## src/rtl/core/point_light_voxel_level_defines.svh

```systemverilog
// Assertion macros used by the lighting pipeline top level.
`ifndef POINT_LIGHT_VOXEL_LEVEL_DEFINES_SVH
`define POINT_LIGHT_VOXEL_LEVEL_DEFINES_SVH

// Checks a property on every clock edge outside reset.
`define PLVL_ASSERT(lbl, prop, msg) \
    lbl: assert property (@(posedge i_clk) disable iff (!i_rst_n) prop) else $error(msg);

// Checks a property on every clock edge, reset included.
`define PLVL_ASSERT_ALWAYS(lbl, prop, msg) \
    lbl: assert property (@(posedge i_clk) prop) else $error(msg);

`endif

```

## src/rtl/core/plvl_pkg.sv

```systemverilog
package plvl_pkg;

    localparam int COORD_BITS = 20;
    localparam int FRAC_BITS  = 8;
    localparam int POS_BITS   = COORD_BITS + FRAC_BITS;
    localparam int RAD_BITS   = 16;
    localparam int COL_BITS   = 8;
    localparam int ABS_BITS   = 17;
    localparam int SQ_BITS    = 2 * ABS_BITS;
    localparam int SUM_BITS   = SQ_BITS + 2;
    localparam int ROOT_BITS  = 32;
    localparam int NUM_BITS   = COL_BITS + RAD_BITS;
    localparam int NUM_SQRT_CELLS = RAD_BITS;
    localparam int NUM_DIV_CELLS  = COL_BITS;
    localparam int IDX_BITS   = 4;

    localparam logic [IDX_BITS-1:0] REG_LIGHT_X  = 4'd0;
    localparam logic [IDX_BITS-1:0] REG_LIGHT_Y  = 4'd1;
    localparam logic [IDX_BITS-1:0] REG_LIGHT_Z  = 4'd2;
    localparam logic [IDX_BITS-1:0] REG_RADIUS   = 4'd3;
    localparam logic [IDX_BITS-1:0] REG_RED      = 4'd4;
    localparam logic [IDX_BITS-1:0] REG_GREEN    = 4'd5;
    localparam logic [IDX_BITS-1:0] REG_BLUE     = 4'd6;
    localparam logic [IDX_BITS-1:0] REG_ENABLE   = 4'd7;

    typedef struct packed {
        logic signed [COORD_BITS-1:0] voxel_x;
        logic signed [COORD_BITS-1:0] voxel_y;
        logic signed [COORD_BITS-1:0] voxel_z;
    } t_in;

    typedef struct packed {
        logic [COL_BITS-1:0] level_red;
        logic [COL_BITS-1:0] level_green;
        logic [COL_BITS-1:0] level_blue;
        logic                in_volume;
    } t_out;

    typedef struct packed {
        logic signed [POS_BITS-1:0] pos_x;
        logic signed [POS_BITS-1:0] pos_y;
        logic signed [POS_BITS-1:0] pos_z;
        logic [RAD_BITS-1:0]        radius;
        logic [COL_BITS-1:0]        red;
        logic [COL_BITS-1:0]        green;
        logic [COL_BITS-1:0]        blue;
        logic                       enable;
    } t_cfg;

    typedef struct packed {
        logic [31:0]          rem;
        logic [ROOT_BITS-1:0] root;
        logic [30:0]          sel;
        logic                 lit;
        logic                 in_cube;
    } t_sq;

    typedef struct packed {
        logic [NUM_BITS-1:0] rem_r;
        logic [NUM_BITS-1:0] rem_g;
        logic [NUM_BITS-1:0] rem_b;
        logic [COL_BITS-1:0] q_r;
        logic [COL_BITS-1:0] q_g;
        logic [COL_BITS-1:0] q_b;
        logic [NUM_BITS-1:0] dvs;
        logic                lit;
        logic                in_cube;
    } t_dv;

endpackage

```

## src/rtl/core/plvl_sqrt_cell.sv

```systemverilog
module plvl_sqrt_cell (
    input  logic           i_clk,
    input  logic           i_rst_n,
    input  logic           i_valid,
    output logic           o_ready,
    input  plvl_pkg::t_sq  i_data,
    output logic           o_valid,
    input  logic           i_ready,
    output plvl_pkg::t_sq  o_data
);

    logic          r_vld;
    plvl_pkg::t_sq r_data;
    plvl_pkg::t_sq n_data;
    logic [32:0]   trial;
    logic          ge;

    assign o_ready = !r_vld || i_ready;
    assign o_valid = r_vld;
    assign o_data  = r_data;

    assign trial = {1'b0, i_data.root} + {2'b0, i_data.sel};
    assign ge    = {1'b0, i_data.rem} >= trial;

    always_comb begin
        n_data     = i_data;
        n_data.sel = i_data.sel >> 2;
        if (ge) begin
            n_data.rem  = 32'({1'b0, i_data.rem} - trial);
            n_data.root = (i_data.root >> 1) + 32'(i_data.sel);
        end else begin
            n_data.root = i_data.root >> 1;
        end
    end

    always_ff @(posedge i_clk) begin
        if (!i_rst_n) begin
            r_vld <= 1'b0;
        end else if (o_ready) begin
            r_vld <= i_valid;
        end
    end

    always_ff @(posedge i_clk) begin
        if (o_ready && i_valid) begin
            r_data <= n_data;
        end
    end

endmodule

```

## config.mk

```make
export PLATFORM = sky130hd
export DESIGN_NAME = plvl_sqrt_cell
export DESIGN_NICKNAME = d
export VERILOG_FILES = /design/src/rtl/core/point_light_voxel_level_defines.svh /design/src/rtl/core/plvl_pkg.sv /design/src/rtl/core/plvl_sqrt_cell.sv
export SDC_FILE = /design/constraint.sdc
export NUM_CORES = 1
export LEC_CHECK = 0
export BUFFER_PORTS_ARGS = -buffer_cell sky130_fd_sc_hd__buf_2
export CAP_MARGIN = 20
export CORE_MARGIN = 4
export CORE_UTILIZATION = 61
export CTS_BUF_LIST = sky130_fd_sc_hd__clkbuf_2
export CTS_CLUSTER_SIZE = 25
export DETAILED_ROUTE_END_ITERATION = 10
export GPL_TIMING_DRIVEN = 0
export PLACE_DENSITY = 0.89
export SLEW_MARGIN = 20
export SYNTH_ARGS = -nofsm -noshare
export SYNTH_HDL_FRONTEND = slang
export SYNTH_SLANG_ARGS = --single-unit
```

## constraint.sdc

```tcl
create_clock -name i_clk -period 8.5 [get_ports i_clk]
set_clock_uncertainty 0.05 [all_clocks]
set_input_delay 1.7 -clock i_clk [delete_from_list [all_inputs] [get_ports i_clk]]
set_output_delay 1.7 -clock i_clk [all_outputs]
set_load 0.02 [all_outputs]
```

==> flow_summary.toml <==
[setup_path]
max_stage_delay_ns = 0.59
rrSetupSlack_ns = 6.77
crit_family = "compound AO/OA/AOI/OAI gates"
worstSetupStartpoint = "i_data[2]"
timing.rr.end = "o_data[50]$_DFFE_PP_"
required_ns = 8.85
setup.worst_path.end_class = "flip-flop"
crit_fanout = 10
r2r_start = "o_valid$_SDFFE_PN0N_"
cp-endpoint = "o_data[61]$_DFFE_PP_"
reg2reg_depth = 3
critical_path_buf_inv_count = 2
path_cells = "buf_2 > ha_1 > fa_1 > a211oi_1 > nor2_1 > a31o_2 > o211ai_1 > o21ai_0 > a31oi_1 > o21ai_0 > xnor2_1 > ha_1 > and3_1 > a311oi_1 > o31a_2 > nor3_2 > o21ai_4 > clkbuf_1 > o21ai_1"
critPathSlowestCell = "clkbuf_1"
crit_type = "in2reg"
path_depth = 19
arrival_ns = 6.76
start_kind = "input pin"

[route]
drt_wl_total_um = 23300
num_vias = 8062
drt_iter0_markers = 910
routed_via_density = 6.16
drc = 0
drtPass1Iterations = 6
drt.antenna.violating_nets = 0
wl_per_cell_um = 17.8

[sta]
fmax_ghz = 0.156
hold_ws_ns = 0.523
post-route-min-period_ns = 6.41
setup_viol = 0
relSlewSlack_pct = 53.1
tns_ns = 0
finalCritPeriodShare_pct = 75.4
slew_violations = 0
worstMarginPinSlew_ns = 0.703
grt_setup_unrepaired = "no"
hold_viol = 0

[logic_synthesis]
seq_area_frac_synth_pct = 34.1
yosysMostFrequentCell = "nand2_1"
netlist_area_mm2 = 0.00842
synth-edff-count = 95
synth_top_area_share_pct = 33.9
synth.avg_cell_area_um2 = 9.16
synth.top_cells.by_area = "edfxtp_1 (34%), ha_1 (14%), a21oi_1 (5.1%), nand2_1 (4.9%), xor2_1 (4.6%)"
yosys_warnings = 0
synth_common_cells = "nand2_1 (109), edfxtp_1 (95), ha_1 (94), a21oi_1 (86), o21ai_0 (56)"
synth_area_leader_cell = "edfxtp_1"
synthCells = 919
ys_ff_latch = 96
yosysUniqueCellTypes = 68
async_reset_ff_share_pct = 0
synth_ff_type = "edfxtp_1"

[floorplanning]
coreArea_mm2 = 0.0134
die_area_mm2 = 0.0158
die_y_um = 126
pin_count = 200
start_util_pct = 62.8
rows = 42
fp.dieW_um = 126

[finish]
nFillCells = 1002
nNetsFinal = 1327
final_area_mm2 = 0.00978
n_antenna_cell = 0
syn2layout_area_growth_pct = 16.2
stdcell_count = 1309
seqCellArea_mm2 = 0.00287
multiInputGateArea_mm2 = 0.00533
drive_above_1_share_pct = 22.1

[global_routing]
grt_remaining_overflow = 0
grt_pass1_vias = 7585
grt_use_total_pct = 28.7
grt_first_pass_wirelength_um = 36900
grt_max_degree = 50
grt_antenna_before_repair = 0

[pwr]
power_density_mw_per_mm2 = 191
max-vdd-ir-drop_mv = 0.111
finalPower_mw = 1.87
leakage_nw = 4.36

[place]
port_buffers = 197
gp_congestion = 0.934
dpl_cell_area_mm2 = 0.00965
place.detailed.hpwl_um = 18400
placed_cells = 1294

[clock_tree]
post-cts-setup-buffers = 0
cts_resized = 0
cts_sinks = 96
cts_max_level = 3
cts_tree = "yes"
numCtsBuffers = 9
hold_buffers = 0
clockBufferDepth = 2
cts-root-buf = "clkbuf_2"
cts.clk_slew.worst_paths_ns = 0.27
clock_latency_ns = 0.63

[flow_run]
drv_cap = 0

[outcome]
outcome = "finished clean"

[min_path]
min_path_type = "reg2reg"
-- routing by layer --
| metal | part of all wire, % | vias to the layer above | track usage, % |
|---|---|---|---|
| met4 | 3.0 | 0 | 10.7 |
| met1 | 42 | 3718 | 38.7 |
| li1 | - | 3874 | - |
| met3 | 9.3 | 57 | 5.97 |
| met2 | 46 | 413 | 45.7 |
| met5 | 0 | - | 0 |
-- stage by stage --
step | util, % | setup slack (ns)
2_1_floorplan | - | 2.59
3_3_place_gp | 71.9 | 1.59
3_5_place_dp | 72.0 | 1.51
4_1_cts | 73.0 | 2.23
5_1_grt | 73.0 | 1.86
6_report | 73.0 | 2.09
-- power breakdown --
group | internal (mW) | leakage [nW] | total (mW) | switching, mW
sequential | 0.612 | 0.933 | 0.625 | 0.0134
combinational | 0.373 | 3.36 | 0.990 | 0.617
clock | 0.0945 | 0.0754 | 0.256 | 0.161
-- worst min-delay path by stage --
| stage | from | end | slack [ns] | depth (start not counted) |
|---|---|---|---|---|
| after floorplan | o_valid$_SDFFE_PN0N_ | o_valid$_SDFFE_PN0N_ | 0.70 | 2 |
| after global placement | o_valid$_SDFFE_PN0N_ | o_valid$_SDFFE_PN0N_ | 0.47 | 2 |
| after detailed placement | o_valid$_SDFFE_PN0N_ | o_valid$_SDFFE_PN0N_ | 0.50 | 2 |
| after CTS | o_valid$_SDFFE_PN0N_ | o_valid$_SDFFE_PN0N_ | 0.53 | 2 |
| after global routing | o_valid$_SDFFE_PN0N_ | o_valid$_SDFFE_PN0N_ | 0.57 | 2 |
| final | o_valid$_SDFFE_PN0N_ | o_valid$_SDFFE_PN0N_ | 0.52 | 2 |
-- flip-flops by register name, summed over array words and instances, names as in the netlist --
register  count
o_data       95
o_valid       1
-- cells by family after synthesis --
logic type / share of synthesized area, %
AO/OA/AOI/OAI: 25.1
XOR/XNOR: 8.63
adder cells (fa/ha/maj): 14.7
buffers and inverters: 2.70
flip-flops: 34.1
multiplexers: 0.490
other: 0.0445
AND/OR/NAND/NOR: 14.2
-- cell usage in the layout, fill, tap and decap left out, drive strengths merged, types with 13 or more instances in the layout --
master,count
inv,19
a21o,36
ha,94
nand3,21
nand2b,14
o21ai,107
buf,210
clkbuf,27
nand2,109
xnor2,39
o21a,15
a21oi,89
xor2,44
edfxtp,95
nor2b,13
nor2,47
-- worst min-delay path, cell delays in order (launching register included) --
cell	delay, ns
dfxtp_1	0.37
nand2b_1	0.10
a21boi_0	0.09
-- area by class of cell --
cell class | count | area share (%)
Inverter | 19 | 0.729
Buffer | 30 | 1.60
Tap cell | 176 | 2.25
Clock buffer | 9 | 0.460
Timing Repair Buffer | 198 | 10.3
Multi-Input combinational cell | 775 | 54.5
Sequential cell | 96 | 29.4
Clock inverter | 6 | 0.870
No activity file was read; power rests on OpenSTA's default activity.
