## config.mk

```make
export PLATFORM = sky130hd
export DESIGN_NAME = plvl_front
export DESIGN_NICKNAME = d
export VERILOG_FILES = /design/src/rtl/core/point_light_voxel_level_defines.svh /design/src/rtl/core/plvl_pkg.sv /design/src/rtl/core/plvl_front.sv
export SDC_FILE = /design/constraint.sdc
export NUM_CORES = 2
export LEC_CHECK = 0
export BUFFER_PORTS_ARGS = -buffer_cell sky130_fd_sc_hd__buf_2
export CORE_MARGIN = 2
export CORE_UTILIZATION = 30
export DETAILED_ROUTE_END_ITERATION = 10
export PLACE_DENSITY = 0.56
export SYNTH_ARGS = -nofsm -noshare
export SYNTH_HDL_FRONTEND = slang
export SYNTH_SLANG_ARGS = --single-unit
```

## constraint.sdc

```tcl
create_clock -name i_clk -period 15.55 [get_ports i_clk]
set_input_delay 1.555 -clock i_clk [delete_from_list [all_inputs] [get_ports i_clk]]
set_output_delay 1.555 -clock i_clk [all_outputs]
set_load 0.01 [all_outputs]
```

## src/rtl/core/point_light_voxel_level_defines.svh

```systemverilog
// Assertion macros used by the lighting pipeline top level.
`ifndef POINT_LIGHT_VOXEL_LEVEL_DEFINES_SVH
`define POINT_LIGHT_VOXEL_LEVEL_DEFINES_SVH

// Checks a property on every clock edge outside reset.
`define PLVL_ASSERT(lbl, prop, msg) \
    lbl: assert property (@(posedge i_clk) disable iff (!i_rst_n) prop) else $error(msg);

// Checks a property on every clock edge, reset included.
`define PLVL_ASSERT_ALWAYS(lbl, prop, msg) \
    lbl: assert property (@(posedge i_clk) prop) else $error(msg);

`endif

```

## src/rtl/core/plvl_pkg.sv

```systemverilog
package plvl_pkg;

    localparam int COORD_BITS = 20;
    localparam int FRAC_BITS  = 8;
    localparam int POS_BITS   = COORD_BITS + FRAC_BITS;
    localparam int RAD_BITS   = 16;
    localparam int COL_BITS   = 8;
    localparam int ABS_BITS   = 17;
    localparam int SQ_BITS    = 2 * ABS_BITS;
    localparam int SUM_BITS   = SQ_BITS + 2;
    localparam int ROOT_BITS  = 32;
    localparam int NUM_BITS   = COL_BITS + RAD_BITS;
    localparam int NUM_SQRT_CELLS = RAD_BITS;
    localparam int NUM_DIV_CELLS  = COL_BITS;
    localparam int IDX_BITS   = 4;

    localparam logic [IDX_BITS-1:0] REG_LIGHT_X  = 4'd0;
    localparam logic [IDX_BITS-1:0] REG_LIGHT_Y  = 4'd1;
    localparam logic [IDX_BITS-1:0] REG_LIGHT_Z  = 4'd2;
    localparam logic [IDX_BITS-1:0] REG_RADIUS   = 4'd3;
    localparam logic [IDX_BITS-1:0] REG_RED      = 4'd4;
    localparam logic [IDX_BITS-1:0] REG_GREEN    = 4'd5;
    localparam logic [IDX_BITS-1:0] REG_BLUE     = 4'd6;
    localparam logic [IDX_BITS-1:0] REG_ENABLE   = 4'd7;

    typedef struct packed {
        logic signed [COORD_BITS-1:0] voxel_x;
        logic signed [COORD_BITS-1:0] voxel_y;
        logic signed [COORD_BITS-1:0] voxel_z;
    } t_in;

    typedef struct packed {
        logic [COL_BITS-1:0] level_red;
        logic [COL_BITS-1:0] level_green;
        logic [COL_BITS-1:0] level_blue;
        logic                in_volume;
    } t_out;

    typedef struct packed {
        logic signed [POS_BITS-1:0] pos_x;
        logic signed [POS_BITS-1:0] pos_y;
        logic signed [POS_BITS-1:0] pos_z;
        logic [RAD_BITS-1:0]        radius;
        logic [COL_BITS-1:0]        red;
        logic [COL_BITS-1:0]        green;
        logic [COL_BITS-1:0]        blue;
        logic                       enable;
    } t_cfg;

    typedef struct packed {
        logic [31:0]          rem;
        logic [ROOT_BITS-1:0] root;
        logic [30:0]          sel;
        logic                 lit;
        logic                 in_cube;
    } t_sq;

    typedef struct packed {
        logic [NUM_BITS-1:0] rem_r;
        logic [NUM_BITS-1:0] rem_g;
        logic [NUM_BITS-1:0] rem_b;
        logic [COL_BITS-1:0] q_r;
        logic [COL_BITS-1:0] q_g;
        logic [COL_BITS-1:0] q_b;
        logic [NUM_BITS-1:0] dvs;
        logic                lit;
        logic                in_cube;
    } t_dv;

endpackage

```

## src/rtl/core/plvl_front.sv

```systemverilog
module plvl_front (
    input  logic            i_clk,
    input  logic            i_rst_n,
    input  plvl_pkg::t_cfg  i_cfg,
    input  logic            i_valid,
    output logic            o_ready,
    input  plvl_pkg::t_in   i_data,
    output logic            o_valid,
    input  logic            i_ready,
    output plvl_pkg::t_sq   o_data
);

    localparam int PB = plvl_pkg::POS_BITS;
    localparam int CB = plvl_pkg::COORD_BITS;
    localparam int FB = plvl_pkg::FRAC_BITS;
    localparam int AB = plvl_pkg::ABS_BITS;
    localparam int QB = plvl_pkg::SQ_BITS;
    localparam int SB = plvl_pkg::SUM_BITS;
    localparam int RB = plvl_pkg::RAD_BITS;

    logic r_v0, r_v1, r_v2;
    logic rdy0, rdy1, rdy2;

    logic [AB-1:0] r_abs0 [3];
    logic          r_in0, r_lit0;
    logic [QB-1:0] r_sq1 [3];
    logic [2*RB-1:0] r_r2;
    logic          r_in1, r_lit1;
    plvl_pkg::t_sq r_out;

    logic signed [CB-1:0] vox [3];
    logic signed [PB-1:0] pos [3];
    logic [AB-1:0]        n_abs [3];
    logic [3:0]           ok;
    logic [FB:0]          ceil_r;
    logic [SB-1:0]        sum;
    logic                 n_lit0;

    assign rdy2    = !r_v2 || i_ready;
    assign rdy1    = !r_v1 || rdy2;
    assign rdy0    = !r_v0 || rdy1;
    assign o_ready = rdy0;
    assign o_valid = r_v2;
    assign o_data  = r_out;

    assign vox[0] = i_data.voxel_x;
    assign vox[1] = i_data.voxel_y;
    assign vox[2] = i_data.voxel_z;
    assign pos[0] = i_cfg.pos_x;
    assign pos[1] = i_cfg.pos_y;
    assign pos[2] = i_cfg.pos_z;
    assign ceil_r = (FB+1)'(((RB+1)'(i_cfg.radius) + (RB+1)'((1 << FB) - 1)) >> FB);

    always_comb begin
        logic signed [CB-1:0] p;
        logic signed [CB+1:0] dv;
        logic signed [CB+1:0] cr;
        logic signed [PB:0]   df;
        logic [PB:0]          mag;
        ok[3] = 1'b1;
        for (int i = 0; i < 3; i++) begin
            p  = CB'(pos[i] >>> FB);
            dv = (CB+2)'(vox[i]) - (CB+2)'(p);
            cr = $signed({{(CB+1-FB){1'b0}}, ceil_r});
            ok[i] = (dv <= cr) && (dv >= -cr);
            df = $signed({vox[i][CB-1], vox[i], 1'b1, {(FB-1){1'b0}}})
                 - $signed({pos[i][PB-1], pos[i]});
            mag = df[PB] ? (PB+1)'(-df) : df;
            n_abs[i] = mag[AB-1:0];
        end
        ok[3] = ok[0] && ok[1] && ok[2];
        n_lit0 = ok[3] && i_cfg.enable && (i_cfg.radius != '0);
    end

    assign sum = SB'(r_sq1[0]) + SB'(r_sq1[1]) + SB'(r_sq1[2]);

    always_ff @(posedge i_clk) begin
        if (!i_rst_n) begin
            r_v0 <= 1'b0;
            r_v1 <= 1'b0;
            r_v2 <= 1'b0;
        end else begin
            if (rdy0) begin
                r_v0 <= i_valid;
            end
            if (rdy1) begin
                r_v1 <= r_v0;
            end
            if (rdy2) begin
                r_v2 <= r_v1;
            end
        end
    end

    always_ff @(posedge i_clk) begin
        if (rdy0 && i_valid) begin
            r_abs0 <= n_abs;
            r_in0  <= ok[3];
            r_lit0 <= n_lit0;
        end
        if (rdy1 && r_v0) begin
            for (int i = 0; i < 3; i++) begin
                r_sq1[i] <= r_abs0[i] * r_abs0[i];
            end
            r_r2  <= i_cfg.radius * i_cfg.radius;
            r_in1 <= r_in0;
            r_lit1 <= r_lit0;
        end
        if (rdy2 && r_v1) begin
            r_out.lit     <= r_lit1 && (sum <= SB'(r_r2));
            r_out.in_cube <= r_in1;
            r_out.rem     <= (r_lit1 && (sum <= SB'(r_r2))) ? sum[31:0] : '0;
            r_out.root    <= '0;
            r_out.sel     <= 31'h4000_0000;
        end
    end

endmodule

```

==> metrics <==
final cycle utilization of the critical path 0.523; Synth Warn # 0; Cells after Synth 5,415; Detailed Route Iter0 Violations 1,969; post_cts resized 0; worst hold path depth 0; Pre-antenna DRT Iters 5; row count 149; placed cell count 7,684; synth unique cells 84; clock slew at reported path FFs 0.06 ns; DR vias 36,200; number of synthesized flops with an enable pin 219; clock root cell clkbuf_16; Remaining DRCs 0; Min-Delay Path Class reg2reg; Final Hold Vio Count 0; H-tree Lvls 1; ANT nets after route 0; Worst Max-Slew Pin Slew 1.37 ns; Worst R2R Setup Slack 7.41 ns; critical path endpoint category register; Final Setup Violations 0; die height 411 um; Worst slew margin 0.0634; crit path cell chain and2_1 > inv_1 > fa_1 > inv_1 > fa_1 > inv_1 > fa_1 > inv_1 > fa_1 > fa_1 > inv_1 > fa_1 > inv_1 > ha_1 > a21o_1 > a211oi_1 > o21ai_0 > a2111oi_0 > o31ai_1 > a41oi_1 > inv_1 > a41oi_1 > xnor2_1; Top Family by Delay on Critical Path adder cells; Core Area 0.165 sq mm; crit-path max cell delay 1.22 ns; Layout Nets 7,122; starting density of the core 0.302; share of cells above drive strength 1 0.0554; Worst path slowest cell a2111oi_0; GRT Total Usage 0.146; final global-route overflow total 0; Synth Flop Type edfxtp_1; Chip Width 411 um; min Tclk post-route 8.14 ns; Worst path most repeated cell inv_1; GP Congestion 0.912; global-route wire length before repair 198 mm; met1 Use GR 0.202; Max Fclk 0.123 GHz; Levels on crit path 23; CTS Hold Bufs 0; Crit Path Category reg2reg; Setup TNS Final 0 ns; sequential share of the synthesized area 0.133; maxcap violations 0; CTS tree built; most frequent cells in the layout inv_1 (1,248), fa_1 (773), ha_1 (636); commonest non-fill, non-tap cell in the layout inv_1; met2 Track Usage GR 0.238; worst hold slack 0.420 ns; layer with the highest usage met2; dpl hpwl 104 mm; antenna violations before repair 11; Worst Reg-to-Reg Cells 23; Longest Clk Path Bufs 3; vias in the first global route 37,600; CP required 15.88 ns; syn_area_per_cell 9.19 sq um; Yosys reg bits 222; cts bufs inserted 27; unrepaired setup endpoints after global routing false; final wirelength 122 mm; final instance count without filler cells 7,738; average wire per standard cell 15.7 um; worst-path fanout max 17; buffers and inverters on the worst path 7; status completed; Ports 288; vias per inst 4.68; largest net degree at the start of global routing 73; Area Growth Syn to Fin 8.13%; worst-skew pair later-pin latency 0.59 ns; Final Max Tran Viols 0; crit path DAT 8.47 ns; PortBufs 200; CP startpoint kind register; setup bufs post-CTS 0; synthesized area 0.0498 sq mm; asr flop ratio synth 0; met3 Use GR 0.0247; skew final 0.0399 ns; die area 0.169 sq mm; clk sink count 222
==> flip-flops by register name, indices dropped and copies added, names as in the netlist <==
register and flops:
o_data 34, o_valid 1, r_abs0 51, r_in0 1, r_in1 1, r_lit0 1, r_lit1 1, r_r2 31
r_sq1 99, r_v0 1, r_v1 1
==> cells in the mapped netlist, types with 52 or more instances <==
master | n | area [sq um]
and3_1 | 52 | 325
xor2_1 | 97 | 850
buf_4 | 63 | 473
inv_1 | 1248 | 4680
edfxtp_1 | 219 | 6580
and2_1 | 230 | 1440
clkbuf_1 | 120 | 450
fa_1 | 773 | 15500
nor3_1 | 57 | 285
nand2_1 | 433 | 1630
a21oi_1 | 204 | 1020
nand3_1 | 59 | 295
a21o_1 | 110 | 826
xnor2_1 | 226 | 1980
nor2_1 | 205 | 769
o21ai_0 | 138 | 691
ha_1 | 636 | 7960
==> final timing paths <==
check / to / from
setup / recovery: r_sq1[0][99] / r_abs0[4]
setup reg to reg: r_sq1[0][99] / r_abs0[4]
hold reg to reg: r_in1 / r_in0
hold / removal: r_in1 / r_in0
==> final cells by class <==
class	count	area (sq um)
Sequential cell	222	6640
Tap cell	2189	2740
Clock inverter	21	208
Timing Repair Buffer	220	1150
Fill cell	17300	111000
Inverter	1249	4690
Antenna cell	5	12.5
Multi-Input combinational cell	3804	37700
Clock buffer	28	679
==> routing by layer <==
metal  share of wire  vias up
met3           0.064      137
met4           0.023       10
met5         0.00048        -
met2            0.46      861
met1            0.45    17900
li1                -    17300
==> stage by stage <==
step / cell area, sq um / utilization / setup WS [ns]
2_1_floorplan: 50000 / - / 3.54
3_3_place_gp: 52900 / 0.321 / 7.05
3_5_place_dp: 52900 / 0.321 / 7.04
4_1_cts: 53800 / 0.326 / 7.63
5_1_grt: 53800 / 0.326 / 7.16
6_report: 53800 / 0.327 / 7.41
==> logic make-up after synthesis <==
logic type	synth area share
buf+inv	0.115
fa+ha+maj	0.471
simple gates	0.123
compound gates	0.0983
xor+xnor	0.0573
flops	0.133
mux	0.00256
other cells	0.000151
Power is left out: the tool's default activity adds up to more than one toggle a clock period on the data nets, which glitch-free logic cannot reach.
