### config.mk
export PLATFORM = sky130hd
export DESIGN_NAME = plvl_div_cell
export DESIGN_NICKNAME = d
export VERILOG_FILES = /design/src/rtl/core/point_light_voxel_level_defines.svh /design/src/rtl/core/plvl_pkg.sv /design/src/rtl/core/plvl_div_cell.sv
export SDC_FILE = /design/constraint.sdc
export NUM_CORES = 1
export LEC_CHECK = 0
export ABC_AREA = 1
export BUFFER_PORTS_ARGS = -buffer_cell sky130_fd_sc_hd__buf_2
export CORE_MARGIN = 5
export CORE_UTILIZATION = 50
export CTS_CLUSTER_DIAMETER = 30
export CTS_CLUSTER_SIZE = 25
export DETAILED_ROUTE_END_ITERATION = 8
export HOLD_SLACK_MARGIN = 0.15
export PLACE_DENSITY_LB_ADDON = 0.3
export SYNTH_ARGS = -nofsm -noshare
export SYNTH_HDL_FRONTEND = slang
export SYNTH_SLANG_ARGS = --single-unit
### constraint.sdc
create_clock -name i_clk -period 9.9 [get_ports i_clk]
set_input_delay 1.98 -clock i_clk [delete_from_list [all_inputs] [get_ports i_clk]]
set_output_delay 1.98 -clock i_clk [all_outputs]
set_load 0.05 [all_outputs]
### src/rtl/core/point_light_voxel_level_defines.svh
// Assertion macros used by the lighting pipeline top level.
`ifndef POINT_LIGHT_VOXEL_LEVEL_DEFINES_SVH
`define POINT_LIGHT_VOXEL_LEVEL_DEFINES_SVH

// Checks a property on every clock edge outside reset.
`define PLVL_ASSERT(lbl, prop, msg) \
    lbl: assert property (@(posedge i_clk) disable iff (!i_rst_n) prop) else $error(msg);

// Checks a property on every clock edge, reset included.
`define PLVL_ASSERT_ALWAYS(lbl, prop, msg) \
    lbl: assert property (@(posedge i_clk) prop) else $error(msg);

`endif

### src/rtl/core/plvl_pkg.sv
package plvl_pkg;

    localparam int COORD_BITS = 20;
    localparam int FRAC_BITS  = 8;
    localparam int POS_BITS   = COORD_BITS + FRAC_BITS;
    localparam int RAD_BITS   = 16;
    localparam int COL_BITS   = 8;
    localparam int ABS_BITS   = 17;
    localparam int SQ_BITS    = 2 * ABS_BITS;
    localparam int SUM_BITS   = SQ_BITS + 2;
    localparam int ROOT_BITS  = 32;
    localparam int NUM_BITS   = COL_BITS + RAD_BITS;
    localparam int NUM_SQRT_CELLS = RAD_BITS;
    localparam int NUM_DIV_CELLS  = COL_BITS;
    localparam int IDX_BITS   = 4;

    localparam logic [IDX_BITS-1:0] REG_LIGHT_X  = 4'd0;
    localparam logic [IDX_BITS-1:0] REG_LIGHT_Y  = 4'd1;
    localparam logic [IDX_BITS-1:0] REG_LIGHT_Z  = 4'd2;
    localparam logic [IDX_BITS-1:0] REG_RADIUS   = 4'd3;
    localparam logic [IDX_BITS-1:0] REG_RED      = 4'd4;
    localparam logic [IDX_BITS-1:0] REG_GREEN    = 4'd5;
    localparam logic [IDX_BITS-1:0] REG_BLUE     = 4'd6;
    localparam logic [IDX_BITS-1:0] REG_ENABLE   = 4'd7;

    typedef struct packed {
        logic signed [COORD_BITS-1:0] voxel_x;
        logic signed [COORD_BITS-1:0] voxel_y;
        logic signed [COORD_BITS-1:0] voxel_z;
    } t_in;

    typedef struct packed {
        logic [COL_BITS-1:0] level_red;
        logic [COL_BITS-1:0] level_green;
        logic [COL_BITS-1:0] level_blue;
        logic                in_volume;
    } t_out;

    typedef struct packed {
        logic signed [POS_BITS-1:0] pos_x;
        logic signed [POS_BITS-1:0] pos_y;
        logic signed [POS_BITS-1:0] pos_z;
        logic [RAD_BITS-1:0]        radius;
        logic [COL_BITS-1:0]        red;
        logic [COL_BITS-1:0]        green;
        logic [COL_BITS-1:0]        blue;
        logic                       enable;
    } t_cfg;

    typedef struct packed {
        logic [31:0]          rem;
        logic [ROOT_BITS-1:0] root;
        logic [30:0]          sel;
        logic                 lit;
        logic                 in_cube;
    } t_sq;

    typedef struct packed {
        logic [NUM_BITS-1:0] rem_r;
        logic [NUM_BITS-1:0] rem_g;
        logic [NUM_BITS-1:0] rem_b;
        logic [COL_BITS-1:0] q_r;
        logic [COL_BITS-1:0] q_g;
        logic [COL_BITS-1:0] q_b;
        logic [NUM_BITS-1:0] dvs;
        logic                lit;
        logic                in_cube;
    } t_dv;

endpackage

### src/rtl/core/plvl_div_cell.sv
module plvl_div_cell (
    input  logic           i_clk,
    input  logic           i_rst_n,
    input  logic           i_valid,
    output logic           o_ready,
    input  plvl_pkg::t_dv  i_data,
    output logic           o_valid,
    input  logic           i_ready,
    output plvl_pkg::t_dv  o_data
);

    logic          r_vld;
    plvl_pkg::t_dv r_data;
    plvl_pkg::t_dv n_data;
    logic          ge_r, ge_g, ge_b;

    assign o_ready = !r_vld || i_ready;
    assign o_valid = r_vld;
    assign o_data  = r_data;

    assign ge_r = i_data.rem_r >= i_data.dvs;
    assign ge_g = i_data.rem_g >= i_data.dvs;
    assign ge_b = i_data.rem_b >= i_data.dvs;

    always_comb begin
        n_data       = i_data;
        n_data.rem_r = ge_r ? i_data.rem_r - i_data.dvs : i_data.rem_r;
        n_data.rem_g = ge_g ? i_data.rem_g - i_data.dvs : i_data.rem_g;
        n_data.rem_b = ge_b ? i_data.rem_b - i_data.dvs : i_data.rem_b;
        n_data.q_r   = {i_data.q_r[6:0], ge_r};
        n_data.q_g   = {i_data.q_g[6:0], ge_g};
        n_data.q_b   = {i_data.q_b[6:0], ge_b};
        n_data.dvs   = i_data.dvs >> 1;
    end

    always_ff @(posedge i_clk) begin
        if (!i_rst_n) begin
            r_vld <= 1'b0;
        end else if (o_ready) begin
            r_vld <= i_valid;
        end
    end

    always_ff @(posedge i_clk) begin
        if (o_ready && i_valid) begin
            r_data <= n_data;
        end
    end

endmodule
==> results list <==
* Main combinational cell family by area after synthesis: simple AND/OR/NAND/NOR gates
- In this run, the number of DRC markers left after iteration 0 of detailed routing was 743.
- Multiplexer area fraction after synthesis: 0%
- By area the synthesized netlist is led by sky130_fd_sc_hd__edfxtp_1 35%, sky130_fd_sc_hd__nand2_1 21%, sky130_fd_sc_hd__inv_1 11%.
- Area fraction in and, or, nand and nor cells after synthesis: 36.3%
* CTS hold repair buffers: 0
* Antenna violations before repair: 4
- Post-synthesis compound-gate area fraction: 3.59%
* Root buf cell: sky130_fd_sc_hd__clkbuf_16
- The detailed router placed 10300 vias in this run.
* Final core utilization: 60.8%
* Max Cap Viol: 0
- The run finished with clean final reports.
- Vias per cell: about 5.0
* Minimum hold slack: 0.549 ns
* Max-slew violations: 0
* Synthesized netlist cell count: 1522
- Maximum operating frequency: 0.201 GHz
- VDD sags by at most 0.112 mV.
- Relative slew margins: between 30 and 40%
* Setup TNS: 0 ns
- Seq cells post-synth: ~120
- Detailed-router iteration count before antenna repair: 6
- Via count of the first global-routing pass: roughly 9700
- The clock passes through at most 2 buffers.
* Share of the synthesized area in the top cell type: 35.0%
* Type of the tightest min-delay check: flip-flop to flip-flop
- For this design the static power due to leakage is 6.88 nW.
* Worst-Margin Slew: about 1.0 ns
- Crit path required time: between 10 and 15 ns
- Clock tree from TritonCTS: built
- GRT Overall Usage: 26.6%
- Most common cell after layout, fill and taps aside: sky130_fd_sc_hd__nand2_1
- The setup path with the least slack is of type input port to flip-flop.
* Met1 wire length: between 10000 and 15000 µm
* Post-synthesis adder-cell area fraction: under 10%
- After detailed routing, the met3 layer carries roughly 2500 µm of wire.
- CP max FO: 38
* H-Tree Level Count: 4
- Net count of the finished layout: roughly 2000
- During placement, the flow inserted port buffers numbering 245.
- Cells resized by post-CTS repair: 0
* Cell taking the most area after synthesis: sky130_fd_sc_hd__edfxtp_1
- Element type at the critical path start: input port
- In the routed design, unresolved DRC markers number 0.
- Arrival time at the worst endpoint: between 5 and 6 ns
* RSZ-0062 raised after global routing: no
- Including well taps, the total number of placed cells is 2017.
- Number of buffers created by CTS: 17
* Routed length on met2: 15000 µm
- Summed instance area of the synthesized netlist: between 0.01 and 0.015 mm²
- Setup violations remaining at the end of the flow were counted as 0.
- Clock skew on the completed layout was measured at 0.00818 ns.
* Die outline width: 154 µm
* DIE AREA: 0.0237 mm²
* Sum of internal, switching and leakage power: 1.95 mW
* Residual antenna-violating net count after detailed routing: 0
* CTS Sinks: about 120
* Period Utilization, post-route: 50.2%
- Cell area power density: 157 mW/mm²
- The die is between 150 and 200 µm tall.
* Clock latency on the worst-skew pair: 0.43 ns
* Proportion of layout cells with a drive suffix above 1: 17.9%
- In this run the count of I/O pins placed on the die edge is 250.
- Final Wtd Congestion: 0.937
* Total grt overflow: 0
- For this configuration, the core starts out at a cell density of 50.9%.
- Number of warnings issued by yosys: 0
- Cell variety after synth: 35
- Min cycle time layout: 4.97 ns
- Post-CTS clock slew at the launch and capture registers of the worst setup and hold paths: 0.07 ns
* Post-Layout Cell Count: a little over 2000
* First-pass GRT wire length: 49800 µm
- Post-synth net total: 1723
- Routed signal wires occupy layers up through met5.
* Type of destination of the critical path: flip-flop
- In the layout the commonest cells are 584 x sky130_fd_sc_hd__nand2_1, 316 x sky130_fd_sc_hd__inv_1, 245 x sky130_fd_sc_hd__buf_2.
* Total number of placement rows: 52
- After detailed routing, the average wire length per cell comes to around 16 µm.
* Pin count of the biggest net entering global routing: 67
* Number of buffers added for setup after CTS: 0
* Fraction of synthesized cell area in xor and xnor cells: 2.28%
- After synthesis, the mean cell area works out to 6.82 µm².
- Of the synthesized area, sequential elements account for 35.2%.
- The final layout contains routed wiring with a total length of about 32000 µm.
- After floorplanning, the core was sized to cover 0.0204 mm².
- DP HPWL: 25600 µm
- The area growth from synthesis to layout is 19.4%.
* Final count of hold timing violations: 0
[per-layer routing]
| metal | up-vias | global-route usage, % |
|---|---|---|
| met5 | - | 0 |
| met4 | 4 | 8.16 |
| met3 | 47 | 5.48 |
| met2 | 385 | 44.9 |
| met1 | 4571 | 34.4 |
| li1 | 5265 | - |
[worst paths after layout]
| check | from | to | slack (ns) | depth (start not counted) |
|---|---|---|---|---|
| setup / recovery | i_data[9] | o_data[59]$_DFFE_PP_ | 4.93 | 12 |
| hold reg to reg | o_valid$_SDFFE_PN0N_ | o_valid$_SDFFE_PN0N_ | 0.55 | 2 |
| hold / removal | o_valid$_SDFFE_PN0N_ | o_valid$_SDFFE_PN0N_ | 0.55 | 2 |
| setup reg to reg | o_valid$_SDFFE_PN0N_ | o_data[14]$_DFFE_PP_ | 8.22 | 2 |
[kinds of logic (layout without fill, tap and decap cells)]
group / after synthesis / count (layout)
fa+ha+maj: 75 / 75
buf+inv: 347 / 604
other cells: 1 / 3
xor+xnor: 27 / 27
flops: 122 / 122
compound gates: 74 / 74
simple gates: 876 / 876
[where the power goes]
part	switching (mW)	internal [mW]
Sequential	0.0114	0.634
Combinational	0.487	0.184
Clock	0.277	0.356
Total	0.776	1.17
[cells in the mapped netlist]
| master | n |
|---|---|
| sky130_fd_sc_hd__a21boi_0 | 1 |
| sky130_fd_sc_hd__a21oi_1 | 36 |
| sky130_fd_sc_hd__and2_1 | 5 |
| sky130_fd_sc_hd__buf_1 | 2 |
| sky130_fd_sc_hd__buf_2 | 6 |
| sky130_fd_sc_hd__buf_4 | 1 |
| sky130_fd_sc_hd__buf_6 | 9 |
| sky130_fd_sc_hd__clkbuf_1 | 4 |
| sky130_fd_sc_hd__clkinv_1 | 2 |
| sky130_fd_sc_hd__conb_1 | 1 |
| sky130_fd_sc_hd__dfxtp_1 | 1 |
| sky130_fd_sc_hd__edfxtp_1 | 121 |
| sky130_fd_sc_hd__fa_1 | 3 |
| sky130_fd_sc_hd__ha_1 | 72 |
| sky130_fd_sc_hd__inv_1 | 316 |
| sky130_fd_sc_hd__inv_2 | 7 |
| sky130_fd_sc_hd__nand2_1 | 584 |
| sky130_fd_sc_hd__nand2_2 | 9 |
| sky130_fd_sc_hd__nand3_1 | 87 |
| sky130_fd_sc_hd__nand3_2 | 9 |
| sky130_fd_sc_hd__nand3b_1 | 12 |
| sky130_fd_sc_hd__nand4_1 | 56 |
| sky130_fd_sc_hd__nand4_2 | 2 |
| sky130_fd_sc_hd__nand4_4 | 1 |
| sky130_fd_sc_hd__nor2_1 | 91 |
| sky130_fd_sc_hd__nor2_2 | 5 |
| sky130_fd_sc_hd__nor2_4 | 3 |
| sky130_fd_sc_hd__nor3_1 | 6 |
| sky130_fd_sc_hd__o21ai_0 | 10 |
| sky130_fd_sc_hd__o21ai_1 | 27 |
| sky130_fd_sc_hd__or2_0 | 1 |
| sky130_fd_sc_hd__or2_1 | 2 |
| sky130_fd_sc_hd__or2_2 | 3 |
| sky130_fd_sc_hd__xnor2_1 | 3 |
| sky130_fd_sc_hd__xor2_1 | 24 |
[worst max-delay path, stage by stage]
cell and delay [ns]:
sky130_fd_sc_hd__buf_2 0.10, sky130_fd_sc_hd__inv_1 0.28, sky130_fd_sc_hd__ha_1 0.35, sky130_fd_sc_hd__nand2_1 0.13, sky130_fd_sc_hd__inv_1 0.05, sky130_fd_sc_hd__nand2_1 0.05
sky130_fd_sc_hd__nand2_1 0.06, sky130_fd_sc_hd__inv_1 0.07, sky130_fd_sc_hd__nand2_2 0.07, sky130_fd_sc_hd__nand2_1 0.35, sky130_fd_sc_hd__nand4_2 0.91, sky130_fd_sc_hd__o21ai_0 0.72
[registers in the layout, summed over array words and instances, names as in the netlist]
register,flops
o_data,121
o_valid,1
[area by class of cell]
| type | instances | area, µm² |
|---|---|---|
| antenna | 2 | 5.00 |
| timing repair buffer | 247 | 1240 |
| inverter | 325 | 1220 |
| tap | 270 | 338 |
| clock inverter | 15 | 156 |
| multi-input combinational | 1053 | 5350 |
| fill | 1908 | 7970 |
| sequential | 122 | 3650 |
| clock buffer | 17 | 425 |
[stage by stage]
stage	area, µm²	setup slack [ns]
3_5_place_dp	11800	4.53
2_1_floorplan	10400	1.41
5_1_grt	12400	4.71
4_1_cts	12400	4.93
6_report	12400	4.93
3_3_place_gp	11800	4.49
Power figures use the tool's default switching activity.
