**src/rtl/core/point_light_voxel_level_defines.svh**
```systemverilog
// Assertion macros used by the lighting pipeline top level.
`ifndef POINT_LIGHT_VOXEL_LEVEL_DEFINES_SVH
`define POINT_LIGHT_VOXEL_LEVEL_DEFINES_SVH

// Checks a property on every clock edge outside reset.
`define PLVL_ASSERT(lbl, prop, msg) \
    lbl: assert property (@(posedge i_clk) disable iff (!i_rst_n) prop) else $error(msg);

// Checks a property on every clock edge, reset included.
`define PLVL_ASSERT_ALWAYS(lbl, prop, msg) \
    lbl: assert property (@(posedge i_clk) prop) else $error(msg);

`endif

```
**src/rtl/core/plvl_pkg.sv**
```systemverilog
package plvl_pkg;

    localparam int COORD_BITS = 20;
    localparam int FRAC_BITS  = 8;
    localparam int POS_BITS   = COORD_BITS + FRAC_BITS;
    localparam int RAD_BITS   = 16;
    localparam int COL_BITS   = 8;
    localparam int ABS_BITS   = 17;
    localparam int SQ_BITS    = 2 * ABS_BITS;
    localparam int SUM_BITS   = SQ_BITS + 2;
    localparam int ROOT_BITS  = 32;
    localparam int NUM_BITS   = COL_BITS + RAD_BITS;
    localparam int NUM_SQRT_CELLS = RAD_BITS;
    localparam int NUM_DIV_CELLS  = COL_BITS;
    localparam int IDX_BITS   = 4;

    localparam logic [IDX_BITS-1:0] REG_LIGHT_X  = 4'd0;
    localparam logic [IDX_BITS-1:0] REG_LIGHT_Y  = 4'd1;
    localparam logic [IDX_BITS-1:0] REG_LIGHT_Z  = 4'd2;
    localparam logic [IDX_BITS-1:0] REG_RADIUS   = 4'd3;
    localparam logic [IDX_BITS-1:0] REG_RED      = 4'd4;
    localparam logic [IDX_BITS-1:0] REG_GREEN    = 4'd5;
    localparam logic [IDX_BITS-1:0] REG_BLUE     = 4'd6;
    localparam logic [IDX_BITS-1:0] REG_ENABLE   = 4'd7;

    typedef struct packed {
        logic signed [COORD_BITS-1:0] voxel_x;
        logic signed [COORD_BITS-1:0] voxel_y;
        logic signed [COORD_BITS-1:0] voxel_z;
    } t_in;

    typedef struct packed {
        logic [COL_BITS-1:0] level_red;
        logic [COL_BITS-1:0] level_green;
        logic [COL_BITS-1:0] level_blue;
        logic                in_volume;
    } t_out;

    typedef struct packed {
        logic signed [POS_BITS-1:0] pos_x;
        logic signed [POS_BITS-1:0] pos_y;
        logic signed [POS_BITS-1:0] pos_z;
        logic [RAD_BITS-1:0]        radius;
        logic [COL_BITS-1:0]        red;
        logic [COL_BITS-1:0]        green;
        logic [COL_BITS-1:0]        blue;
        logic                       enable;
    } t_cfg;

    typedef struct packed {
        logic [31:0]          rem;
        logic [ROOT_BITS-1:0] root;
        logic [30:0]          sel;
        logic                 lit;
        logic                 in_cube;
    } t_sq;

    typedef struct packed {
        logic [NUM_BITS-1:0] rem_r;
        logic [NUM_BITS-1:0] rem_g;
        logic [NUM_BITS-1:0] rem_b;
        logic [COL_BITS-1:0] q_r;
        logic [COL_BITS-1:0] q_g;
        logic [COL_BITS-1:0] q_b;
        logic [NUM_BITS-1:0] dvs;
        logic                lit;
        logic                in_cube;
    } t_dv;

endpackage

```
**src/rtl/core/plvl_scale.sv**
```systemverilog
module plvl_scale (
    input  logic           i_clk,
    input  logic           i_rst_n,
    input  plvl_pkg::t_cfg i_cfg,
    input  logic           i_valid,
    output logic           o_ready,
    input  plvl_pkg::t_sq  i_data,
    output logic           o_valid,
    input  logic           i_ready,
    output plvl_pkg::t_dv  o_data
);

    localparam int RB = plvl_pkg::RAD_BITS;
    localparam int NB = plvl_pkg::NUM_BITS;

    logic          r_vld;
    plvl_pkg::t_dv r_data;
    logic [RB-1:0] clip_d;
    logic [RB-1:0] span;

    assign o_ready = !r_vld || i_ready;
    assign o_valid = r_vld;
    assign o_data  = r_data;

    assign clip_d = (i_data.root > 32'(i_cfg.radius)) ? i_cfg.radius : i_data.root[RB-1:0];
    assign span   = i_cfg.radius - clip_d;

    always_ff @(posedge i_clk) begin
        if (!i_rst_n) begin
            r_vld <= 1'b0;
        end else if (o_ready) begin
            r_vld <= i_valid;
        end
    end

    always_ff @(posedge i_clk) begin
        if (o_ready && i_valid) begin
            r_data.rem_r   <= i_cfg.red * span;
            r_data.rem_g   <= i_cfg.green * span;
            r_data.rem_b   <= i_cfg.blue * span;
            r_data.q_r     <= '0;
            r_data.q_g     <= '0;
            r_data.q_b     <= '0;
            r_data.dvs     <= NB'({i_cfg.radius, 7'b0});
            r_data.lit     <= i_data.lit;
            r_data.in_cube <= i_data.in_cube;
        end
    end

endmodule

```
**config.mk**
```make
export PLATFORM = sky130hd
export DESIGN_NAME = plvl_scale
export DESIGN_NICKNAME = d
export VERILOG_FILES = /design/src/rtl/core/point_light_voxel_level_defines.svh /design/src/rtl/core/plvl_pkg.sv /design/src/rtl/core/plvl_scale.sv
export SDC_FILE = /design/constraint.sdc
export NUM_CORES = 1
export LEC_CHECK = 0
export CAP_MARGIN = 20
export CORE_MARGIN = 5
export CORE_UTILIZATION = 35
export CTS_CLUSTER_DIAMETER = 80
export CTS_CLUSTER_SIZE = 16
export DETAILED_ROUTE_END_ITERATION = 10
export DONT_BUFFER_PORTS = 1
export PLACE_DENSITY = 0.6
export SYNTH_ARGS = -nofsm -noshare
export SYNTH_HDL_FRONTEND = slang
export SYNTH_SLANG_ARGS = --single-unit
```
**constraint.sdc**
```tcl
create_clock -name i_clk -period 19.3 [get_ports i_clk]
set_input_delay 5.79 -clock i_clk [delete_from_list [all_inputs] [get_ports i_clk]]
set_output_delay 5.79 -clock i_clk [all_outputs]
set_load 0.02 [all_outputs]
```
==> impl_results.md, run 1 <==
- Final period util: around 74%
- CTS Hold Buffers Added: 0
- Routed len/inst: around 18 um
- Reg clk slew, reported paths: around 0.070 ns
- Fillers: 4625
- Setup crit start kind: input port
- Die Area: a little over 50000 sq um
- Largest net degree at the start of global routing: between 40 and 50
- CP Depth: 35
- CTS tree: built
- Largest stage delay, worst path: approximately 0.67 ns
- Top FF cell, synth: edfxtp_1
- Mapped Area: approximately 16000 sq um
- Synth top area share: between 30% and 40%
- GRT Total Usage: between 15 and 20%
- Initial antenna violation count: 0
- Slowest cell on crit path: a31o_2
- Crit end category: register
- Num rows: 79
- Cts repair resizes: 0
- Residual DRC: 0
- I/O Pins: 350
- Commonest non-fill, non-tap cell in the layout: inv_1
- Max Cap Viol: 0
- Status: finished clean
- Crit Reg-Reg Endpoint: o_data[121]
- Die width: 227 um
- Input/output buffers: 0
- CP arrival: 14.40 ns
- Clk sink count: slightly above 90
- Clk buf depth: 2
- Vias per inst: around 5.0
- Fin nets: 2318
- Area grow syn2layout: 5.10%
- Worst Reg2Reg Path Length in Cells: 3
- Clk_skew: roughly 0.011 ns
- Worst Setup EP: o_data[97]
- Hold_ws: between 0.8 and 0.9 ns
- Sequential element share of the synthesized area: about 17%
- Vias: around 11000
- Crit Path Category: input port to register
- Post-synth ARST share: 0%
- DR iter-0 viols: about 520
- Flop2flop setup slack: around 17 ns
- Average size of a mapped cell: between 9 and 10 sq um
- CP top delay family: adder cells
- Layout cells sized above 1: under 10%
- Synth Register Bits: 91
- Reg2Reg Launch Point: o_valid
- Routability Congestion: 0.817
- RSZ-0062 raised after global routing: false
- Core area: about 47000 sq um
- CTS H-Tree Depth: 3
- Antenna-violating nets left: 0
- First-pass GRT wire length: 64.8 mm
- Initial core utilization: about 35%
- Setup TNS: 0 ns
- Synthesis Warnings: 0
- Root cell of the clock tree: clkbuf_16
- Setup Viol. Count Final: 0
- HPWL after DPL: 30.7 mm
- HP Class: register to register
- Post-synth top area cell: fa_1
- Slew HR: about 39%
- Max Slew Vio Count: 0
- Most used cells in the layout excluding fill and tap cells: inv_1 (312), fa_1 (253), and2_1 (207)
- WL final: 40.3 mm
- Post-synthesis cell count: around 1700
- Drt pass-1 iters: 5
- Worst-path fanout max: 25
- Post-synth EDFFs: 90
- Post-CTS setup buffer count: 0
- Worst EP required: about 19 ns
- Distinct cells, synth: 60
- Die Height: around 230 um
- WP buf/inv: 6
- Clock buffer count from CTS: 9
- Final min period: around 14 ns
- GRT overflow: 0
- Slew @ Worst Pin: slightly above 0.9 ns
- Final Hold Fails: 0
- Vias in the first global route: between 10000 and 15000
- Clock Latency Late Sink: a little under 0.4 ns
- Max Clock Freq: between 70 and 80 MHz
- Worst setup path startpoint: i_cfg[39]
- Top cells by area, synth: fa_1 (31%), edfxtp_1 (16%), ha_1 (12%)
[flip-flops by register name, summed over array words and instances, names as in the netlist]
register	flops
o_data	90
o_valid	1
[cells in the mapped netlist (14+ instances only)]
cell	count
xor2_1	17
inv_1	312
o21a_1	31
o21ai_0	34
nand2_1	82
nand3_1	38
nor2b_1	52
mux2i_1	14
xnor2_1	46
edfxtp_1	90
ha_1	163
and3_1	33
fa_1	253
a21oi_1	56
nor2_1	34
a21o_1	34
buf_4	32
nand2b_1	21
clkbuf_1	56
and2_1	208
[layer usage]
layer  track usage, %  vias to the layer above  part of all wire, %
met4             4.87                        0                  1.9
met2             27.5                      322                   49
met3             3.96                       36                  7.4
li1                 -                     5319                    -
met1             19.9                     5786                   42
met5                0                        -                    0
[kinds of logic (layout without fill, tap and decap cells)]
kind of cell	count (synthesis)	after routing	share of synthesized area, %
mux	14	14	0.852
buf+inv	409	348	10.2
simple gates	501	501	17.1
compound gates	216	216	8.68
flops	91	91	16.5
fa+ha+maj	416	416	43.2
xor+xnor	63	63	3.35
other cells	1	33	0.0228
[worst min path at each step]
stage                        from       to  slack, ns  cells past startpoint
after floorplan           o_valid  o_valid       0.75                      2
after detailed placement  o_valid  o_valid       0.80                      2
after global routing      o_valid  o_valid       0.84                      2
after CTS                 o_valid  o_valid       0.81                      2
after global placement    o_valid  o_valid       0.79                      2
final                     o_valid  o_valid       0.80                      2
[cell type report]
class | count | area [sq um] | area share, %
multi-input combinational | 1242 | 12200 | 70.4
clock buffer | 11 | 233 | 1.35
timing repair buffer | 20 | 150 | 0.868
inverter | 312 | 1170 | 6.77
clock inverter | 5 | 80.1 | 0.463
tap | 607 | 759 | 4.39
antenna | 1 | 2.50 | 0.0145
sequential | 91 | 2720 | 15.7
[stage by stage]
step           setup WS (ns)  area, sq um  instances  utilization [%]
5_1_grt                 4.39        17300       2288             37.1
2_1_floorplan           5.64        16600       1742                -
4_1_cts                 5.09        17300       2288             37.1
6_report                5.04        17300       2289             37.1
3_3_place_gp            4.84        17000       2272             36.5
3_5_place_dp            4.68        17000       2272             36.5
[worst register-to-register path, stage by stage (launching register included)]
cell and delay [ns]:
dfxtp_1 0.38, nand2b_1 0.25, and2_4 0.63, buf_4 0.63
Power of run 1 is not shown: default switching activity piles up to over one toggle a cycle in this logic, so the estimate is an artifact.
==> run 2, diff against run 1 <==
--- a/config.mk
+++ b/config.mk
@@ -5,6 +5,7 @@
 export SDC_FILE = /design/constraint.sdc
 export NUM_CORES = 1
 export LEC_CHECK = 0
+export ABC_AREA = 1
 export CAP_MARGIN = 20
 export CORE_MARGIN = 5
 export CORE_UTILIZATION = 35
@@ -12,7 +13,7 @@
 export CTS_CLUSTER_SIZE = 16
 export DETAILED_ROUTE_END_ITERATION = 10
 export DONT_BUFFER_PORTS = 1
-export PLACE_DENSITY = 0.6
+export PLACE_DENSITY = 0.62
 export SYNTH_ARGS = -nofsm -noshare
 export SYNTH_HDL_FRONTEND = slang
 export SYNTH_SLANG_ARGS = --single-unit
==> constraint.sdc (replaced) <==
create_clock -name i_clk -period 12.3 [get_ports i_clk]
set_input_delay 3.69 -clock i_clk [delete_from_list [all_inputs] [get_ports i_clk]]
set_output_delay 3.69 -clock i_clk [all_outputs]
set_load 0.02 [all_outputs]
==> run 2 against run 1 <==
Via count grew 14%. Synthesized area increased by 1.2%. Worst setup slack got worse by 3.8 ns. Core utilization shrank 0.32 points. Synthesized cell count grew 16%. Final cell count rose by 13%. Wire length up 14%. Critical path depth fell by 2. Sequential share of layout area fell by 0.16 points. Clock skew up 0.0031 ns. Critical endpoint unchanged.
==> impl_results.md, run 2 <==
- Top cells by area, synth: fa_1 (30%), edfxtp_1 (16%), ha_1 (12%)
- Vias per inst: 5.09 (+1.6%)
- Worst setup path startpoint: i_cfg[36]
- Input/output buffers: 0 (unchanged)
- Root cell of the clock tree: clkbuf_16
- WL final: 45.8 mm (+14%)
- GRT overflow: 0 (unchanged)
- Residual DRC: 0 (unchanged)
- Status: finished clean
- Worst Reg2Reg Path Length in Cells: 3 (unchanged)
- Slew @ Worst Pin: 0.942 ns (+0.0327 ns)
- Post-synth EDFFs: 90 (unchanged)
- Crit end category: register
- Routed len/inst: 17.8 um (+0.98%)
- Die width: 228 um (+0.58%)
- RSZ-0062 raised after global routing: false
- Worst Setup EP: o_data[97]
- Synth Register Bits: 91 (unchanged)
- Drt pass-1 iters: 6 (+1)
- Synthesis Warnings: 0 (unchanged)
- Antenna-violating nets left: 0 (unchanged)
- Post-synthesis mux area share: 0% (-0.85 points)
- I/O Pins: 350 (unchanged)
- CP arrival: 11.22 ns (-3.18 ns)
- Crit Path Category: input port to register
- XOR/XNOR Fraction of Synth Area: 3.79% (+0.44 points)
- GRT Total Usage: 17.7% (+1.7 points)
- Vias in the first global route: 13800 (+12%)
- Synth top area share: 30.4% (-0.37 points)
- First-pass GRT wire length: 73.7 mm (+14%)
- Number of antenna repair diodes: 0 (-1)
- Mapped Area: 16700 sq um (+1.2%)
- Distinct cells, synth: 52 (-13%)
- Reg2Reg Launch Point: o_valid
- Crit Reg-Reg Endpoint: o_data[22]
- Top FF cell, synth: edfxtp_1
- Synth top cells by count: inv_1 (403), nor2_1 (329), fa_1 (253)
- Core area: 47400 sq um (+1.9%)
- GR Util met1: 22.8% (+2.9 points)
- Die Area: 52000 sq um (+1.2%)
- Main combinational cell family by area after synthesis: adder cells
- Slowest cell on crit path: fa_1
- Largest net degree at the start of global routing: 56 (+14%)
- Adder-cell share of the synthesized area: 42.7% (-0.52 points)
- Worst EP required: 12.51 ns (-6.93 ns)
- Setup crit start kind: input port
- Max Slew Vio Count: 0 (unchanged)
- Final period util: just under 90%
- Clk sink count: 91 (unchanged)
- Routability Congestion: 0.888 (+8.7%)
- Max Clock Freq: approximately 90 MHz
- Commonest non-fill, non-tap cell in the layout: inv_1
- Largest stage delay, worst path: 0.56 ns (-0.11 ns)
- Slew HR: 37.1% (-1.8 points)
- Worst-path fanout max: 16 (-36%)
- Clock Latency Late Sink: 0.40 ns (about the same)
- Post-Synth Simple-Gate Area: 18.3% (+1.2 points)
- CTS Hold Buffers Added: 0 (unchanged)
- Max Cap Viol: 0 (unchanged)
- Sequential element share of the synthesized area: 16.3% (-0.20 points)
- Initial antenna violation count: 0 (unchanged)
- Met3 GRT Util: 5.91% (+1.9 points)
- Area grow syn2layout: 4.93%
- Final Hold Fails: 0 (unchanged)
- Num rows: 80 (+1.3%)
- CTS H-Tree Depth: 3 (unchanged)
- Setup TNS: 0 ns (unchanged)
- Setup Viol. Count Final: 0 (unchanged)
- Clk buf depth: 2 (unchanged)
- Compound-cell area share of the yosys netlist: 6.60% (-2.1 points)
- CTS tree: built
- Fin nets: 2598 (+12%)
- Initial core utilization: 35.1% (-0.24 points)
- Vias: 13100 (+14%)
- Post-synthesis cell count: 1986 (+16%)
- Post-synth ARST share: 0% (unchanged)
- Reg clk slew, reported paths: 0.07 ns (about the same)
- Most common cell in the netlist: inv_1
- DR iter-0 viols: 969 (+85%)
- Number of flip-flops in the largest register: 90 (unchanged)
- Post-CTS setup buffer count: 0 (unchanged)
- Clk_skew: 0.0137 ns (+0.00310 ns)
- M2 GR Usage: 28.6% (+1.1 points)
- Final min period: ~11 ns
- Die Height: 228 um (+0.58%)
- Layout cells sized above 1: 3.42% (+0.50 points)
- Most frequent CP cell: inv_1
- Flop2flop setup slack: 10.22 ns (-6.81 ns)
- Average size of a mapped cell: 8.39 sq um (-13%)
- HPWL after DPL: 37.1 mm (+21%)
- Clock buffer count from CTS: 9 (unchanged)
- Cts repair resizes: 0 (unchanged)
- Post-synth top area cell: fa_1
- HP Class: register to register
- GR peak layer: met2
- Most used cells in the layout excluding fill and tap cells: inv_1 (403), nor2_1 (329), fa_1 (253)
run 2: cell types whose count changed in the layout (fill, tap and decap cells not counted), sizes merged, moves of 55 or more:
| cell | previous run | this run |
|---|---|---|
| nor2 | 34 | 339 |
| and2 | 208 | 3 |
| nand2 | 82 | 237 |
| inv | 312 | 411 |
| a21oi | 57 | 117 |
| nand3 | 38 | 93 |
run 2: worst min-delay path by stage:
stage | startpoint | endpoint | slack (ns) | cells after the start
5_1_grt | o_valid | o_valid | 0.89 | 2
4_1_cts | o_valid | o_valid | 0.83 | 2
3_5_place_dp | o_valid | o_valid | 0.83 | 2
2_1_floorplan | o_valid | o_valid | 0.73 | 2
6_report | o_valid | o_valid | 0.82 | 2
3_3_place_gp | o_valid | o_valid | 0.79 | 2
run 2: kinds of logic (layout without fill, tap and decap cells):
group	count (synthesis)	in the layout
adders and majority gates	416	416
xor gates and xnor gates	67	67
buffers and inverters	498	442
other	1	32
DFF	91	91
AOI/OAI and AO/OA	197	197
and+or+nand+nor	716	716
run 2: per-layer routing:
layer,vias to the layer above,routed length (um),part of all wire (%)
li1,6026,-,-
met1,6457,19000,42
met2,541,21300,47
met3,77,4400,9.6
met4,0,1010,2.2
met5,-,0,0
run 2: stage by stage:
| stage | cells | area (sq um) | util, % | worst slack [ns] | hold WS [ns] |
|---|---|---|---|---|---|
| 4_1_cts | 2576 | 17500 | 36.8 | 1.46 | 0.834 |
| 6_report | 2576 | 17500 | 36.8 | 1.29 | 0.820 |
| 3_3_place_gp | 2560 | 17200 | 36.2 | 1.09 | 0.794 |
| 3_5_place_dp | 2560 | 17200 | 36.2 | 1.05 | 0.826 |
| 5_1_grt | 2576 | 17500 | 36.8 | 0.754 | 0.892 |
| 2_1_floorplan | 2017 | 16800 | - | 2.09 | 0.729 |
run 2: final cells by class:
cell class	instances	area [sq um]
tap	615	769
clock buffer	9	225
sequential	91	2720
fill	4943	30000
multi-input combinational	1428	12000
clock inverter	7	80.1
timing repair buffer	15	113
inverter	411	1550
run 2: worst max-delay path: cells and delay by family:
| kind | cells | cell delay, ns |
|---|---|---|
| XOR/XNOR | 2 | 0.70 |
| AO/OA/AOI/OAI | 1 | 0.24 |
| AND/OR/NAND/NOR | 16 | 2.51 |
| adder cells (fa/ha/maj) | 8 | 3.34 |
| buffers and inverters | 6 | 0.73 |
Power of run 2 is left out for the same reason.
